===== config.mk =====
export PLATFORM = sky130hd
export DESIGN_NAME = pal_scan
export DESIGN_NICKNAME = d
export VERILOG_FILES = /design/src/sv/pal_pkg.sv /design/src/sv/pal_scan.sv
export SDC_FILE = /design/constraint.sdc
export NUM_CORES = 1
export LEC_CHECK = 0
export ABC_AREA = 1
export BUFFER_PORTS_ARGS = -buffer_cell sky130_fd_sc_hd__buf_2
export CAP_MARGIN = 20
export CORE_MARGIN = 5
export CORE_UTILIZATION = 25
export DETAILED_ROUTE_END_ITERATION = 12
export PLACE_DENSITY = 0.52
export SYNTH_ARGS = -nofsm -noshare
export SYNTH_HDL_FRONTEND = slang
export SYNTH_SLANG_ARGS = --single-unit

===== constraint.sdc =====
create_clock -name clk_i -period 2.2 [get_ports clk_i]
set_input_delay 0.44 -clock clk_i [delete_from_list [all_inputs] [get_ports clk_i]]
set_output_delay 0.44 -clock clk_i [all_outputs]
set_load 0.005 [all_outputs]

===== src/sv/pal_pkg.sv =====
// ----------------------------------------------------------------------------
// pal_pkg
// Shared constants and types for the positional array list.
// ----------------------------------------------------------------------------
package pal_pkg;

  localparam int unsigned CAPACITY_DEF = 128;
  localparam int unsigned SCAN_GROUP   = 8;
  localparam int unsigned VALUE_W      = 32;
  localparam int unsigned POS_W        = 8;

  localparam logic [1:0] KIND_INSERT = 2'd0;
  localparam logic [1:0] KIND_DELETE = 2'd1;
  localparam logic [1:0] KIND_LOCATE = 2'd2;
  localparam logic [1:0] KIND_CLEAR  = 2'd3;

  localparam logic [1:0] STAT_OK      = 2'd0;
  localparam logic [1:0] STAT_BAD_POS = 2'd1;
  localparam logic [1:0] STAT_FULL    = 2'd2;

  typedef struct packed {
    logic ins;
    logic del;
    logic search_ld;
    logic scan_step;
  } pal_ctrl_t;

endpackage


===== src/sv/pal_scan.sv =====
// ----------------------------------------------------------------------------
// pal_scan
// Walks the match flags arriving at the head of the chain, one group per
// cycle, and reports the first matching position.
// ----------------------------------------------------------------------------
module pal_scan #(
  parameter int unsigned CAPACITY = pal_pkg::CAPACITY_DEF,
  parameter int unsigned CW       = 8
) (
  input  logic                              clk_i,
  input  logic                              rst_ni,
  input  pal_pkg::pal_ctrl_t                ctrl_i,
  input  logic [pal_pkg::SCAN_GROUP-1:0]    grp_i,
  input  logic [CW-1:0]                     count_i,
  output logic                              done_o,
  output logic [CW-1:0]                     found_o
);

  localparam int unsigned G  = pal_pkg::SCAN_GROUP;
  localparam int unsigned SW = $clog2(CAPACITY + G + 1);
  localparam int unsigned EW = $clog2(G);

  logic [SW-1:0] base_q, base_d;
  logic [EW-1:0] enc;
  logic          hit;
  logic          past_end;
  logic [SW-1:0] pos_sum;

  always_comb begin
    enc = '0;
    for (int i = G - 1; i >= 0; i--) begin
      if (grp_i[i]) begin
        enc = EW'(i);
      end
    end
  end

  assign hit      = |grp_i;
  assign past_end = ((base_q + SW'(G)) >= SW'(count_i));
  assign done_o   = hit || past_end;
  assign pos_sum  = base_q + SW'(enc) + SW'(1);
  assign found_o  = hit ? pos_sum[CW-1:0] : '0;

  always_comb begin
    base_d = base_q;
    if (ctrl_i.search_ld) begin
      base_d = '0;
    end else if (ctrl_i.scan_step) begin
      base_d = base_q + SW'(G);
    end
  end

  always_ff @(posedge clk_i or negedge rst_ni) begin
    if (!rst_ni) begin
      base_q <= '0;
    end else begin
      base_q <= base_d;
    end
  end

endmodule


### Word level (Yosys, flattened, before mapping)

Index checks and enable logic that the tools add are counted.

| operators by class | value |
|---|---|
| $add $sub $neg | 3 |
| magnitude comparators | 1 |
| multiplexer cells | 11 |
| reductions and logical operators | 3 |

Operators by type and width:

| kind | number |
|---|---|
| 2-to-1 mux 3 bit | 8 |
| 2-to-1 mux 8 bit | 3 |
| adder 8 x 1 -> 8 bit (second input constant) | 1 |
| adder 8 x 3 -> 8 bit | 1 |
| adder 8 x 4 -> 8 bit (second input constant) | 1 |
| greater-or-equal comparator 8 bit | 1 |
| OR reduction 8 bit | 1 |
| nonzero test 2 bit | 1 |
| logical OR 1 bit | 1 |

| storage, ports and cells | value |
|---|---|
| bits in registers | 8 |
| input bits | 22 |
| output and inout port bits | 9 |
| logic and storage cells | 19 |

### Depth between registers and ports, before layout

| depth | value |
|---|---|
| depth after elaboration | 11 |
| gate-level depth with buffers | 13 |
| gate-level depth less buffers | 13 |

### Worst setup path after synthesis

OpenSTA, ideal clock, no wires.

| timing path | value |
|---|---|
| kind | register to output |
| start point | register base_q[4] |
| end point | output port done_o |
| data arrival time | 1.551 ns |
| data required time | 1.760 ns |
| path slack | 0.209 ns |
| cell stages (with the launch flop) | 11 |
| buffers on the path | 0 |
| path through | dfrtp_1 -> ha_1 -> nand2_1 -> nor2_1 -> xor2_1 -> inv_1 -> ha_1 -> nand2_1 -> nor2_1 -> o21ai_0 -> o2111ai_1 |

| between the ends | value |
|---|---|
| word-level cells in the longest chain between the ends | 3 |

Ends and longest elaborated chain:

| element | line | source |
|---|---|---|
| start: declaration | pal_scan.sv:23 | `logic [SW-1:0] base_q, base_d;` |
| start signal: assignment | pal_scan.sv:57 | `base_q <= base_d;` |
| adder 8 x 4 -> 8 bit | pal_scan.sv:39 | `assign past_end = ((base_q + SW'(G)) >= SW'(count_i));` |
| greater-or-equal comparator 8 bit | pal_scan.sv:39 |  |
| logical OR 1 bit | pal_scan.sv:40 | `assign done_o = hit \|\| past_end;` |
| end: declaration | pal_scan.sv:15 | `output logic done_o,` |

No other way between the ends.

### Worst setup path after layout

| timing path | value |
|---|---|
| start point | register base_q[3] |
| end point | output port done_o |

Same word-level chain as after synthesis.

==> metrics.yaml <==
logic_synthesis:
  synth_top_family_by_area: "simple AND/OR/NAND/NOR gates"
  synthMuxAreaShare_pct: 0
  synth_compound_area_share_pct: 11.5
  synth-adder-area-share_pct: 12.2
  syn_area_um2: 721
  synth.avg_cell_area_um2: 6.32
  ys_types: 24
  syn_nets: 143
  ys_seq_area_share_pct: 17.4
  synth_xor_area_share_pct: 1.22
  yosysWarnings: 0
  synthCells: 114
  ys_ff_latch: 5
  yosys.area_share.simple_pct: 42.7
grt:
  grt_util_met1_pct: 12.6
  met2_usage_pct: 16.2
  grt_max_degree: 7
  track_usage_pct: 9.75
  top_usage_layer: "met2"
  grt_overflow: 0
  grt_use_met3_pct: 1.78
  grt_first_pass_wirelength_mm: 3.27
  grt_pass1_vias: 783
  antenna_found_initial: 0
min_path:
  min_path_type: "in -> reg"
  min_from: "ctrl_i[1]"
  hold_end: "base_q[3]"
  hold_path_depth: 4
route:
  via_per_inst: 4.37
  first_pass_iters: 4
  routed-via-count: 835
  detail_route.wl_per_cell_um: 10.2
  wl_mm: 1.95
  drc: 0
  drt-initial-drc-count: 16
  antenna_left: 0
sta:
  fin_crit_ns: 2.31
  slew_headroom_pct: 80.0
  skew_ns: 0.00264
  hold_viol_final: 0
  worst_slack_ns: -0.114
  final_max_slew_viol_count: 0
  fin_crit_sh_pct: 105
  fmax_mhz: 432
  rsz0062_at_grt: "yes"
  worstMarginPinSlew_ns: 0.299
  setup_violations: 1
placed_design:
  gp_congestion: 0.775
  detailed_place.area_um2: 937
  dp_hpwl_mm: 1.55
  portBuffers: 28
  pre_cts_ws_ns: -0.00619
die:
  die_h_um: 63.7
  initial_utilization_pct: 26.1
  fp.dieArea_mm2: 0.00406
  std_cell_rows: 19
  core_mm2: 0.00276
  ioPinCount: 31
  fp.dieW_um: 63.7
cells_and_area:
  drive_gt1_share_pct: 48.1
  syn_to_final_growth_pct: 56.3
  post-route-util_pct: 40.8
  diodes: 0
  reg.largest.list: "base_q: 5 flops"
  nNetsFinal: 190
  largest_reg_flops: 5
  final_area_mm2: 0.00113
  top_register: "base_q"
  fill_cells: 309
clock_tree:
  cts_htree_levels: 1
  cts_root_buffer: "clkbuf_4"
  clk_pin_slew_worst_paths_ns: 0.04
  cts_tree: "yes"
  numCtsBuffers: 3
  cts_buffer_depth: 2
  insertion_delay_ns: 0.24
  cts_sinks: 5
setup_path:
  r2r_start: "base_q[3]"
  cpMaxStageDelayCell: "dfrtp_1"
  end_kind: "output pin"
  cpMostUsedCell: "ha_4"
  cp_max_fo: 2
  r2r_slack_ns: 0.85
  crit_arrival_ns: 1.87
  critPathLaunchType: "flip-flop"
  critical_path.max_stage_delay_ns: 0.38
  r2r-end: "base_q[7]"
  reg2reg_depth: 8
  critical-path-top-delay-family: "adder cells"
  cp_cell_sequence: "ha_4 -> nand2_4 -> nor2_4 -> xor2_1 -> inv_2 -> ha_4 -> nand2_2 -> nor2_1 -> o21ai_1 -> o2111ai_1 -> buf_2"
  critPathKind: "reg -> out"
  cp.required_ns: 1.76
  path_buf_inv: 2
outcome:
  failed_checks: "setup timing"
  status: "finished with violations"
pwr:
  leakage_uw: 0.000595
  power.density_mw_per_mm2: 288
  vdd_drop_max_mv: 0.194
flow_run:
  maxCapViolations: 0
## layer usage
| layer | routed length (um) | vias to the layer above |
|---|---|---|
| met5 | 0 | - |
| met4 | 13 | 0 |
| met3 | 58 | 2 |
| met2 | 1010 | 18 |
| met1 | 869 | 365 |
| li1 | - | 450 |
## how the worst max path moves through the flow
stage | startpoint | to | depth (start not counted)
after CTS | base_q[4] | done_o | 11
after floorplan | base_q[4] | done_o | 10
after global routing | base_q[3] | done_o | 11
after global placement | grp_i[6] | found_o[6] | 10
after detailed placement | grp_i[6] | found_o[6] | 10
final | base_q[3] | done_o | 11
## placed cells by master, fill, tap and decap left out, drive strengths merged
master / instances
a21oi: 6
o21ai: 7
a311oi: 1
ha: 7
o2111ai: 1
nand2: 25
clkbuf: 4
inv: 26
nor2: 23
nor3: 1
nand4: 4
dfrtp: 5
buf: 41
nand3: 4
clkinv: 1
or2: 2
dlygate4sd3: 1
xor2: 1
## where the power goes
part	internal (uW)	switching, uW
combinational	58.8	62.6
clock	68.4	35.5
sequential	95.5	3.37
total	223	101
## through the flow
step | hold WS, ns | total power (uW) | cells | TNS (ns)
4_1_cts | 0.00564 | 313 | 187 | -0.148
3_5_place_dp | 0.258 | 203 | 178 | -0.00619
6_report | 0.530 | 324 | 191 | -0.114
2_1_floorplan | 0.144 | 155 | 114 | 0
5_1_grt | 0.559 | 354 | 191 | -0.427
3_3_place_gp | 0.256 | 200 | 178 | 0
## layout make-up
| type | count | area [um2] | area share [%] |
|---|---|---|---|
| clock buffer | 4 | 26.3 | 2.33 |
| tap | 31 | 38.8 | 3.44 |
| inverter | 27 | 111 | 9.89 |
| timing repair buffer | 42 | 263 | 23.3 |
| sequential | 5 | 125 | 11.1 |
| multi-input combinational | 82 | 562 | 49.9 |
## timing repair
item | 4_1_cts | 5_1_grt
hold endpoints to repair | 0 | 2
resized for setup | 9 | 16
buffers inserted | 5 | 3
hold buffers | 0 | 1
pin swaps | 4 | 9
setup endpoints to repair | 3 | 4
## tightest hold or removal path: cells and delay by family
family / cells / cell delay, ns
AO/OA/AOI/OAI: 1 / 0.06
buffers and inverters: 1 / 0.08
AND/OR/NAND/NOR: 2 / 0.14
## synth_stat cells (all sizes together)
| cell type | n | area share [%] |
|---|---|---|
| inv | 26 | 15 |
| nand2 | 25 | 14 |
| nor2 | 23 | 16 |
| ha | 7 | 12 |
| o21ai | 7 | 4.9 |
| a21oi | 6 | 4.2 |
| dfrtp | 5 | 17 |
| nand3 | 4 | 4.2 |
| nand4 | 4 | 5.6 |
| or2 | 2 | 2.1 |
| a311oi | 1 | 1.2 |
| clkinv | 1 | 0.52 |
| nor3 | 1 | 0.69 |
| o2111ai | 1 | 1.2 |
| xor2 | 1 | 1.2 |
## logic make-up after synthesis
family,count (synthesis)
and+or+nand+nor,59
buffers and inverters,27
AOI/OAI and AO/OA,15
adders and majority gates,7
xor gates and xnor gates,1
DFF,5
(Power assumes the default switching activity.)
