===== src/sv/pal_pkg.sv =====
// ----------------------------------------------------------------------------
// pal_pkg
// Shared constants and types for the positional array list.
// ----------------------------------------------------------------------------
package pal_pkg;

  localparam int unsigned CAPACITY_DEF = 128;
  localparam int unsigned SCAN_GROUP   = 8;
  localparam int unsigned VALUE_W      = 32;
  localparam int unsigned POS_W        = 8;

  localparam logic [1:0] KIND_INSERT = 2'd0;
  localparam logic [1:0] KIND_DELETE = 2'd1;
  localparam logic [1:0] KIND_LOCATE = 2'd2;
  localparam logic [1:0] KIND_CLEAR  = 2'd3;

  localparam logic [1:0] STAT_OK      = 2'd0;
  localparam logic [1:0] STAT_BAD_POS = 2'd1;
  localparam logic [1:0] STAT_FULL    = 2'd2;

  typedef struct packed {
    logic ins;
    logic del;
    logic search_ld;
    logic scan_step;
  } pal_ctrl_t;

endpackage


===== src/sv/pal_cell.sv =====
// ----------------------------------------------------------------------------
// pal_cell
// One list entry: shifts up or down with its neighbours, compares and
// passes match flags towards the head of the chain.
// ----------------------------------------------------------------------------
module pal_cell #(
  parameter int unsigned IDX = 0,
  parameter int unsigned PW  = 9,
  parameter int unsigned CW  = 8
) (
  input  logic                                   clk_i,
  input  logic                                   rst_ni,
  input  pal_pkg::pal_ctrl_t                     ctrl_i,
  input  logic [PW-1:0]                          pos_m1_i,
  input  logic [CW-1:0]                          count_i,
  input  logic signed [pal_pkg::VALUE_W-1:0]     key_i,
  input  logic signed [pal_pkg::VALUE_W-1:0]     left_i,
  input  logic signed [pal_pkg::VALUE_W-1:0]     right_i,
  input  logic                                   match_nb_i,
  output logic signed [pal_pkg::VALUE_W-1:0]     data_o,
  output logic                                   match_o
);

  logic signed [pal_pkg::VALUE_W-1:0] data_q, data_d;
  logic                               match_q, match_d;
  logic                               at_pos, past_pos, live;

  assign at_pos   = (pos_m1_i == PW'(IDX));
  assign past_pos = (pos_m1_i <  PW'(IDX));
  assign live     = (CW'(IDX) < count_i);

  always_comb begin
    data_d = data_q;
    if (ctrl_i.ins) begin
      if (at_pos) begin
        data_d = key_i;
      end else if (past_pos) begin
        data_d = left_i;
      end
    end else if (ctrl_i.del) begin
      if (at_pos || past_pos) begin
        data_d = right_i;
      end
    end
  end

  always_comb begin
    match_d = match_q;
    if (ctrl_i.search_ld) begin
      match_d = live && (data_q == key_i);
    end else if (ctrl_i.scan_step) begin
      match_d = match_nb_i;
    end
  end

  always_ff @(posedge clk_i) begin
    data_q <= data_d;
  end

  always_ff @(posedge clk_i or negedge rst_ni) begin
    if (!rst_ni) begin
      match_q <= 1'b0;
    end else begin
      match_q <= match_d;
    end
  end

  assign data_o  = data_q;
  assign match_o = match_q;

endmodule


===== config.mk =====
export PLATFORM = sky130hd
export DESIGN_NAME = pal_cell
export DESIGN_NICKNAME = d
export VERILOG_FILES = /design/src/sv/pal_pkg.sv /design/src/sv/pal_cell.sv
export SDC_FILE = /design/constraint.sdc
export NUM_CORES = 1
export LEC_CHECK = 0
export ABC_CLOCK_PERIOD_IN_PS = 1500
export BUFFER_PORTS_ARGS = -buffer_cell sky130_fd_sc_hd__buf_4
export CAP_MARGIN = 20
export CORE_MARGIN = 5
export CORE_UTILIZATION = 38
export DETAILED_ROUTE_END_ITERATION = 8
export PLACE_DENSITY = 0.8
export SLEW_MARGIN = 10
export SYNTH_ARGS = -nofsm -noshare
export SYNTH_HDL_FRONTEND = slang
export SYNTH_SLANG_ARGS = --single-unit

===== constraint.sdc =====
create_clock -name clk_i -period 1.5 [get_ports clk_i]
set_input_delay 0.075 -clock clk_i [delete_from_list [all_inputs] [get_ports clk_i]]
set_output_delay 0.075 -clock clk_i [all_outputs]
set_load 0.01 [all_outputs]

* Yosys cells after proc, flatten, opt, wreduce, memory -nomap -nowiden *
Cells that the tools add are included.

operators by class
  equal/unequal tests = 2
  magnitude comparators = 2
  reductions and logical operators = 7
  muxes and demuxes = 7

operators by type and width
  kind                count
  $mux 32             5
  $eq 32x32->1        1
  $logic_not 9->1     1
  $lt 9x1->1 const B  1
  $lt 1x8->1 const A  1
  $reduce_bool 2->1   3
  $ne 3x1->1 const B  1
  $reduce_and 3->1    1
  $mux 1              2
  $logic_and 1x1->1   1
  $logic_or 1x1->1    1

word-level totals
  logic and storage cells = 20
  output and inout port bits = 33
  input bits = 120
  register bits = 33

* Longest topological paths before layout *
Gate-level depths: netlist of the first run.

  depth after elaboration = 5
  mapped depth = 4
  gate-level depth less buffers = 4

* Worst setup path before layout of the first run *
No wires, ideal clock.

  path type = input -> register
  start point = input ctrl_i[3] in the netlist's numbering
  end point = register data_q, in the netlist data_o[0], enable pin
  cell stages on the path = 4
  arrival = 3558 ps
  library setup time = 505 ps
  setup slack = -2562 ps
  required time = 995 ps
  path buffers = 2
  cells stage by stage = buf_2 -> buf_4 -> o211ai_1 -> nor4_1

between the ends
  cells in the longest elaborated chain, start to end = 2
  elaborated cells between the ends (all ways) = 4
  classes of those cells = 1 x eq/ne; 3 x reduce/logical

ends and longest elaborated chain
  element                                                                  line            source
  start: declaration                                                       pal_cell.sv:13  input pal_pkg::pal_ctrl_t ctrl_i,
  $ne 3x1->1 (no source line) / $reduce_bool 2->1 (equally long branches)  -
  $reduce_and 3->1 (no source line) *                                      -
  end signal: assignment                                                   pal_cell.sv:57  data_q <= data_d;
  end: declaration                                                         pal_cell.sv:24  logic signed [pal_pkg::VALUE_W-1:0] data_q, data_d;

Every way passes the cells marked *; elsewhere a longest branch is shown, timed or not.
A chain may end at the register's enable or synchronous reset.

* Worst setup path in the final report of the first run *
  start point = register data_q, in the netlist data_o[2]
  end point = register match_q (netlist: match_o)

between the ends
  cells in the longest elaborated chain, start to end = 3

ends and longest elaborated chain
  element                 line            source
  $eq 32x32->1            pal_cell.sv:50  match_d = live && (data_q == key_i);
  $logic_and 1x1->1       pal_cell.sv:50
  $mux 1                  pal_cell.sv:49  if (ctrl_i.search_ld) begin
  end signal: assignment  pal_cell.sv:64  match_q <= match_d;
  end: declaration        pal_cell.sv:25  logic match_q, match_d;

Every way passes these cells.

==> flow_summary.ini, run 1 <==
[timing]
fmax_mhz = 760
setup_ws_ns = 0.183
drv_slew = 0
skew_ns = 0.00810
rsz0062_at_grt = no
slew_headroom = 0.768
setup_viol = 0
finalCriticalPeriod_ns = 1.32
hold_ws_ns = 0.0924
hold_viol = 0
period_share = 0.878
worstMarginPinSlew_ns = 0.345

[clock_tree]
cts_resized = 0
cts_setup_buffers = 0
cts-root-buf = clkbuf_8
cts_buffers = 5
cts.clk_slew.worst_paths_ns = 0.07
cts_sinks = 33
h-tree-depth = 2
ctsHoldBuffers = 1
clock_latency_ns = 0.28
cts_tree = yes
cts_buffer_depth = 2

[yosys]
synth_xor_area_frac = 0.158
synth-compound-area-share = 0.0134
synth-simple-area-share = 0.0541
syn-num-nets = 242
yosysWarnings = 0
postSynthAreaPerCell_um2 = 14.6
synth_top_family_by_area = multiplexers
synth-seq-area-share = 0.554
synth_mux_area_frac = 0.208
synth-adder-area-share = 0
synth-seq-cells = 33
synthCells = 122
syn-cell-area_um2 = 1780
ys_types = 16

[setup_path]
cp_top_family = simple AND/OR/NAND/NOR gates
crit_arrival_ns = 1.54
crit_path_max_incr_delay_ns = 0.42
cp-start-kind = register
cp_slowest_cell = edfxtp_1
crit_required_ns = 1.72
crit_chain = xnor2_1 > nand4_1 > nor4_1 > a31o_1
worst_setup_path_end_kind = register
crit_fanout = 2
path_buf_inv = 0
criticalPathCategory = register to register

[die]
core_region_area_um2 = 4440
die_y_um = 78.4
die_x_um = 78.4
die-area_um2 = 6150
ios = 153
start_util = 0.400
num_rows = 24

[grt]
antenna_found_initial = 0
grtUsageTotal = 0.168
grt_max_degree = 33
grt_pass1_wl_um = 7960
grt-ovfl-total = 0
grt_pass1_vias = 1601

[status]
status = finished clean

[pwr]
p_total_uw = 2030
ir_drop_mv = 0.480
p_leak_uw = 0.00116
powerDensity_nw_per_um2 = 704

[finish]
diodes = 0
fin_nets = 368
area_growth_syn_to_layout_pct = 62.2
final_cell_area_um2 = 2890
layout-drive-gt1-share = 0.655

[placed_design]
dpl-instance-area_um2 = 2790
dpl.hpwl_um = 4180
pre_cts_ws_ns = 0.0844
io_buffers = 120
gp_congestion = 0.742

[routing]
wire_per_inst_um = 17.3
ant_nets = 0
vias_per_cell = 4.93
vias = 1485
drcViolationCount = 0
routed_wl_um = 5220
first_pass_iters = 4
initialDrtViolationCount = 48

[flow_run]
drv_cap = 0

[worst_hold_path]
worstHoldPathType = input port to register
## layout by cell type, fill, tap and decap left out
| master | count |
|---|---|
| clkbuf_8 | 5 |
| nor4_4 | 2 |
| mux2i_1 | 1 |
| buf_12 | 2 |
| xnor2_1 | 32 |
| buf_4 | 120 |
| o211ai_1 | 1 |
| a31o_1 | 1 |
| mux2_2 | 32 |
| a211oi_1 | 1 |
| nand2_1 | 1 |
| nor2_1 | 2 |
| dlygate4sd3_1 | 1 |
| clkinv_2 | 2 |
| edfxtp_1 | 32 |
| dfrtp_1 | 1 |
| nand3_1 | 1 |
| nor3_1 | 1 |
| clkbuf_1 | 1 |
| nand4_1 | 7 |
| nor4_1 | 3 |
## through the flow
stage	setup TNS, ns	cells	util
after floorplan	-14.10	122	-
after global placement	0	292	0.628
after detailed placement	0	292	0.628
after CTS	0	301	0.649
after global routing	0	301	0.649
final	0	301	0.649
## state kept, by name, summed over array words and instances (netlist names)
signal / cells
data_o: 32
match_o: 1
## power by group
group / total, µW / switching, µW / internal, µW / leakage, µW
Clock: 646 / 325 / 322 / 0.0000450
Combinational: 362 / 112 / 250 / 0.000816
Sequential: 1020 / 1.72 / 1020 / 0.000301
Total: 2030 / 438 / 1590 / 0.00116
## layer usage
layer / up-vias / wire, µm / global-route usage / share of wire
li1: 712 / - / - / -
met4: 0 / 78 / 0.0472 / 0.015
met1: 683 / 1990 / 0.187 / 0.38
met2: 81 / 2600 / 0.302 / 0.50
met5: - / 0 / 0 / 0
met3: 9 / 542 / 0.0618 / 0.10
## cells in the mapped netlist
| cell | n | area [µm²] |
|---|---|---|
| a211oi_1 | 1 | 7.51 |
| a31o_1 | 1 | 8.76 |
| buf_2 | 3 | 15.0 |
| buf_4 | 1 | 7.51 |
| dfrtp_1 | 1 | 25.0 |
| edfxtp_1 | 32 | 961 |
| mux2_2 | 32 | 360 |
| mux2i_1 | 1 | 10.0 |
| nand2_1 | 1 | 3.75 |
| nand3_1 | 1 | 5.00 |
| nand4_1 | 7 | 43.8 |
| nor2_1 | 2 | 7.51 |
| nor3_1 | 1 | 5.00 |
| nor4_1 | 5 | 31.3 |
| o211ai_1 | 1 | 7.51 |
| xnor2_1 | 32 | 280 |
## area by class of cell
type	count	area, µm²
Fill cell	347	1560
Sequential cell	33	986
Timing Repair Buffer	123	951
Multi-Input combinational cell	85	801
Clock buffer	6	72.6
Tap cell	52	65.1
Clock inverter	2	10.0
## cells by family (layout without fill, tap and decap cells)
| logic type | after synthesis | in the layout |
|---|---|---|
| muxes | 33 | 33 |
| DFF | 33 | 33 |
| xor gates and xnor gates | 32 | 32 |
| and+or+nand+nor | 17 | 17 |
| buffers and inverters | 4 | 131 |
| AOI/OAI and AO/OA | 3 | 3 |
## path summary, 6_finish.rpt
kind,start,to,slack (ns),cells past startpoint
max,data_o[2],match_o,0.18,4
min in group asynchronous,rst_ni,match_o,0.12,2
max in group asynchronous,rst_ni,match_o,1.30,2
min,right_i[22],data_o[22],0.09,2
max reg2reg,data_o[2],match_o,0.18,4
min reg2reg,match_o,match_o,0.65,3
(Power assumes the default switching activity.)
==> run 2: changes to the inputs <==
ABC_CLOCK_PERIOD_IN_PS = 1400   (was 1500)
clock period = 1.4 ns   (was 1.5 ns; I/O delays follow)
==> run 2 against run 1 <==
Largest cell class unchanged. Via count shrank 0.20%. Critical path type unchanged. Largest power group unchanged. Sequential cell count is the same. Critical endpoint unchanged. Die area is the same. Global-route usage shrank 0.069 points.
==> flow_summary.ini, run 2 (same netlist as run 1, synthesis figures left out) <==
[finish]
largest_reg_flops = 32
final_cell_area_um2 = 2890
layout-drive-gt1-share = 0.655
fin_nets = 368
fin_cells = 301
final_common_cell = buf_4
area_growth_syn_to_layout_pct = 62.4
diodes = 0
final_cell_mix = buf_4 (120), mux2_2 (32), xnor2_1 (32), edfxtp_1 (32), nand4_1 (7)

[clock_tree]
cts-root-buf = clkbuf_8
cts_sinks = 33
cts_buffer_depth = 2
clock_latency_ns = 0.28
cts_buffers = 5
cts_tree = yes
cts_setup_buffers = 0
cts.clk_slew.worst_paths_ns = 0.07
h-tree-depth = 2

[timing]
drv_slew = 0
fmax_mhz = 767
rsz0062_at_grt = no
hold_viol = 0
setup_ws_ns = 0.0968
finalCriticalPeriod_ns = 1.30
worstMarginPinSlew_ns = 0.277
period_share = 0.931
skew_ns = 0.00562
slew_headroom = 0.815
setup_viol = 0

[placed_design]
pre_cts_ws_ns = 0.00549
gp_congestion = 0.743
place_inst = 292
io_buffers = 120
dpl-instance-area_um2 = 2790
dpl.hpwl_um = 4170

[grt]
grt_pass1_wl_um = 7880
grt_pass1_vias = 1541
grtUsageTotal = 0.168
grt_max_degree = 33
antenna_found_initial = 0
grt-ovfl-total = 0

[pwr]
ir_drop_mv = 0.464
powerDensity_nw_per_um2 = 748
p_leak_uw = 0.00116

[setup_path]
crit_chain = xnor2_1 > nand4_1 > nor4_2 > a31o_1
worst_setup_path_end_kind = register
crit_path_max_incr_delay_ns = 0.43
cp_slowest_cell = edfxtp_1
crit_fanout = 2
crit_arrival_ns = 1.53
cp-start-kind = register
crit_required_ns = 1.63
criticalPathCategory = register to register

[routing]
initialDrtViolationCount = 80
routed_wl_um = 5180
ant_nets = 0
first_pass_iters = 4
wire_per_inst_um = 17.2
vias_per_cell = 4.92
vias = 1482
drcViolationCount = 0

[die]
die_x_um = 78.4
core_region_area_um2 = 4440
ios = 153
die-area_um2 = 6150
start_util = 0.400
die_y_um = 78.4
num_rows = 24

[status]
status = finished clean

[flow_run]
drv_cap = 0

[worst_hold_path]
worstHoldPathType = input port to register
## run 2: cell count changes in the layout (fill, tap and decap cells not counted)
cell      previous run  this run
nor4_2               0         1
clkbuf_1             1         0
clkinv_1             0         2
nor4_1               3         2
clkinv_2             2         1
## run 2: layer usage
layer  up-vias  global-route usage  wire [µm]  part of all wire
li1        712                   -          -                 -
met1       692               0.190       2020              0.39
met2        72               0.291       2640              0.51
met3         6              0.0618        451             0.087
met4         0              0.0577         64             0.012
met5         -                   0          0                 0
## run 2: metrics by stage
step           TNS [ns]  hold slack, ns  total power, µW  utilization
2_1_floorplan    -17.14          -0.226             1270            -
3_3_place_gp          0          -0.152             1490        0.628
3_5_place_dp          0          -0.152             1500        0.628
4_1_cts               0          0.0746             2190        0.650
5_1_grt               0          0.0669             2280        0.650
6_report              0          0.0860             2160        0.650
## run 2: path summary, 6_finish.rpt
check | start | to | slack (ns) | cells past startpoint
max | data_o[11] | match_o | 0.1 | 4
min | right_i[22] | data_o[22] | 0.09 | 2
max reg2reg | data_o[11] | match_o | 0.1 | 4
min reg2reg | match_o | match_o | 0.63 | 3
max in group asynchronous | rst_ni | match_o | 1.22 | 2
min in group asynchronous | rst_ni | match_o | 0.10 | 2
## run 2: layout make-up
| cell class | count | area, µm² |
|---|---|---|
| tap | 52 | 65.1 |
| clock inverter | 3 | 12.5 |
| timing repair buffer | 123 | 951 |
| clock buffer | 5 | 68.8 |
| sequential | 33 | 986 |
| multi-input combinational | 85 | 807 |
| fill | 341 | 1550 |
## run 2: report_power, final
part | switching (µW) | internal, µW | leakage [µW] | total [µW]
sequential | 1.78 | 1090 | 0.000301 | 1090
clock | 346 | 334 | 0.0000430 | 680
combinational | 118 | 268 | 0.000816 | 386
total | 466 | 1700 | 0.00116 | 2160
## run 2: worst max-delay path, delay by kind of cell, from the launching register on
kind,cells,cell delay (ns)
flip-flops,1,0.43
XOR/XNOR,1,0.18
AO/OA/AOI/OAI,1,0.18
AND/OR/NAND/NOR,2,0.45
## run 2: timing repair
action	4_1_cts	5_1_grt
pin swaps	0	1
hold endpoints to repair	1	0
endpoints found under the setup margin	1	1
gates cloned	0	0
resized for setup	1	0
hold buffers	1	0
==> run 3: changes to the inputs <==
ABC_AREA = 1   (was default)
PLACE_DENSITY = 0.76   (was 0.8)
==> run 3 against run 2 <==
Wire length increased by 6.3%. Sequential power about the same. Clock skew decreased by 0.0025 ns. Sequential cell count unchanged. Final cell count increased by 56%.
==> flow_summary.ini, run 3 <==
[yosys]
synth_area_leaders = edfxtp_1 (47%), nand2_1 (15%), inv_1 (11%)
yosysWarnings = 0
postSynthAreaPerCell_um2 = 7.43
synth-seq-area-share = 0.481
yosys-top-cells-count = nand2_1 (81), inv_1 (60), nor2_1 (44), edfxtp_1 (32), a21oi_1 (25)
syn-cell-area_um2 = 2050
yosysTopAreaCell = edfxtp_1
synth-edff-count = 32
synthCells = 276
synth-seq-cells = 33
synth_top_area_frac = 0.469
async_flop_share = 0.0303
ys_types = 17
yosysMostFrequentCell = nand2_1
synth_ff_type = edfxtp_1
syn-num-nets = 396

[timing]
hold_ws_ns = 0.0251
worstMarginPinSlew_ns = 0.256
hold_viol = 0
fmax_mhz = 838
skew_ns = 0.00313
rsz0062_at_grt = no
finalCriticalPeriod_ns = 1.19
setup_viol = 0
slew_headroom = 0.828
period_share = 0.853
drv_slew = 0

[pwr]
p_switching_uw = 509
ir_drop_mv = 0.391
pwr-share-seq = 0.503
power.internal_uw = 1670
p_total_uw = 2180
clockPowerShare = 0.313
switching_share = 0.234
p_leak_uw = 0.00164
powerDensity_nw_per_um2 = 687
combinationalPowerShare = 0.184

[routing]
initialDrtViolationCount = 76
drcViolationCount = 0
first_pass_iters = 5
wire_per_inst_um = 11.7
routed_wl_um = 5500
vias_per_cell = 4.36
ant_nets = 0
vias = 2054

[grt]
grt_max_degree = 58
grt_pass1_wl_um = 9060
grt-ovfl-total = 0
grt_pass1_vias = 2028
grtUsageTotal = 0.158
antenna_found_initial = 0

[finish]
area_growth_syn_to_layout_pct = 54.6
layout-drive-gt1-share = 0.347
final_cell_mix = buf_4 (120), nand2_1 (81), inv_1 (60)
diodes = 0
largest_reg_flops = 32
fin_nets = 520
final_common_cell = buf_4

[clock_tree]
cts_buffer_depth = 2
cts_buffers = 5
cts_setup_buffers = 0
h-tree-depth = 2
cts.clk_slew.worst_paths_ns = 0.07
cts_tree = yes
clock_latency_ns = 0.28
cts_sinks = 33
cts-root-buf = clkbuf_8

[placed_design]
gp_congestion = 0.756
dpl.hpwl_um = 4420
io_buffers = 120

[setup_path]
worst_setup_path_end_kind = register
crit_required_ns = 1.62
criticalPathCategory = register to register
crit_path_max_incr_delay_ns = 0.42
cp-start-kind = register
path_buf_inv = 1
cp_slowest_cell = edfxtp_1
crit_chain = nand2_1 > nand2_1 > inv_1 > nand2_1 > nor2_2 > nand2_1 > nor2_2 > nand3_1 > nand2_1
cp_top_family = simple AND/OR/NAND/NOR gates
crit_arrival_ns = 1.41
crit_top_cell = nand2_1
crit_fanout = 3

[die]
die_y_um = 83.5
ios = 153
die-area_um2 = 6970
die_x_um = 83.5
start_util = 0.396
core_region_area_um2 = 5170
num_rows = 26

[flow_run]
drv_cap = 0

[worst_hold_path]
worstHoldPathType = input port to register

[status]
status = finished clean
## run 3: cell types whose count changed in the layout (fill, tap and decap cells not counted), sizes merged, moves of 3 or more
cell   change
xnor2     -26
mux2      -25
a21oi     +25
nor4       -3
inv       +60
nand4      -5
o21ai      +3
nor2      +42
nand2     +80
## run 3: metrics by stage
| step | utilization | std cells | instance area (µm²) | setup slack, ns | setup TNS (ns) |
|---|---|---|---|---|---|
| 5_1_grt | 0.613 | 471 | 3170 | 0.0133 | 0 |
| 2_1_floorplan | - | 276 | 2080 | -0.486 | -15.54 |
| 3_5_place_dp | 0.594 | 462 | 3070 | 0.0502 | 0 |
| 4_1_cts | 0.612 | 471 | 3170 | 0.163 | 0 |
| 3_3_place_gp | 0.594 | 462 | 3070 | 0.0811 | 0 |
| 6_report | 0.613 | 471 | 3170 | 0.206 | 0 |
## run 3: cell type report
| type | instances | area [µm²] |
|---|---|---|
| Clock buffer | 5 | 68.8 |
| Clock inverter | 3 | 12.5 |
| Fill cell | 475 | 2000 |
| Inverter | 60 | 225 |
| Multi-Input combinational cell | 177 | 840 |
| Sequential cell | 33 | 986 |
| Tap cell | 70 | 87.6 |
| Timing Repair Buffer | 123 | 951 |
## run 3: timing repair
item / 4_1_cts / 5_1_grt
resized for setup: 0 / 2
setup endpoints to repair: 0 / 1
hold endpoints to repair: 1 / 0
hold buffers: 1 / 0
## run 3: worst min-delay path: stages
cell     delay, ns
buf_4         0.07
o21ai_0       0.07
nand2_1       0.06
## run 3: final timing paths
path	from	endpoint	slack (ns)	depth (start not counted)
min reg2reg	match_o	match_o	0.63	4
max	data_o[25]	match_o	0.21	9
min in group asynchronous	rst_ni	match_o	0.09	2
max reg2reg	data_o[25]	match_o	0.21	9
min	match_nb_i	match_o	0.03	3
max in group asynchronous	rst_ni	match_o	1.23	2
## run 3: power by group through the flow
stage	Combinational [µW]	Clock (µW)	Sequential [µW]
after global placement	392	0	1120
after floorplan	161	0	1120
after CTS	403	700	1100
after global routing	448	735	1090
after detailed placement	400	0	1120
final	400	682	1100
## run 3: kinds of logic after synthesis
kind of cell / share of synthesized area
flops: 0.481
mux: 0.0384
buf+inv: 0.127
simple gates: 0.253
xor+xnor: 0.0256
compound gates: 0.0750
## run 3: routing by layer
metal	share of wire	wire length (µm)	vias to the layer above	GRT usage
li1	-	-	1096	-
met1	0.41	2270	879	0.183
met2	0.49	2670	74	0.270
met3	0.094	516	5	0.0681
met4	0.0084	46	0	0.0351
met5	0	0	-	0
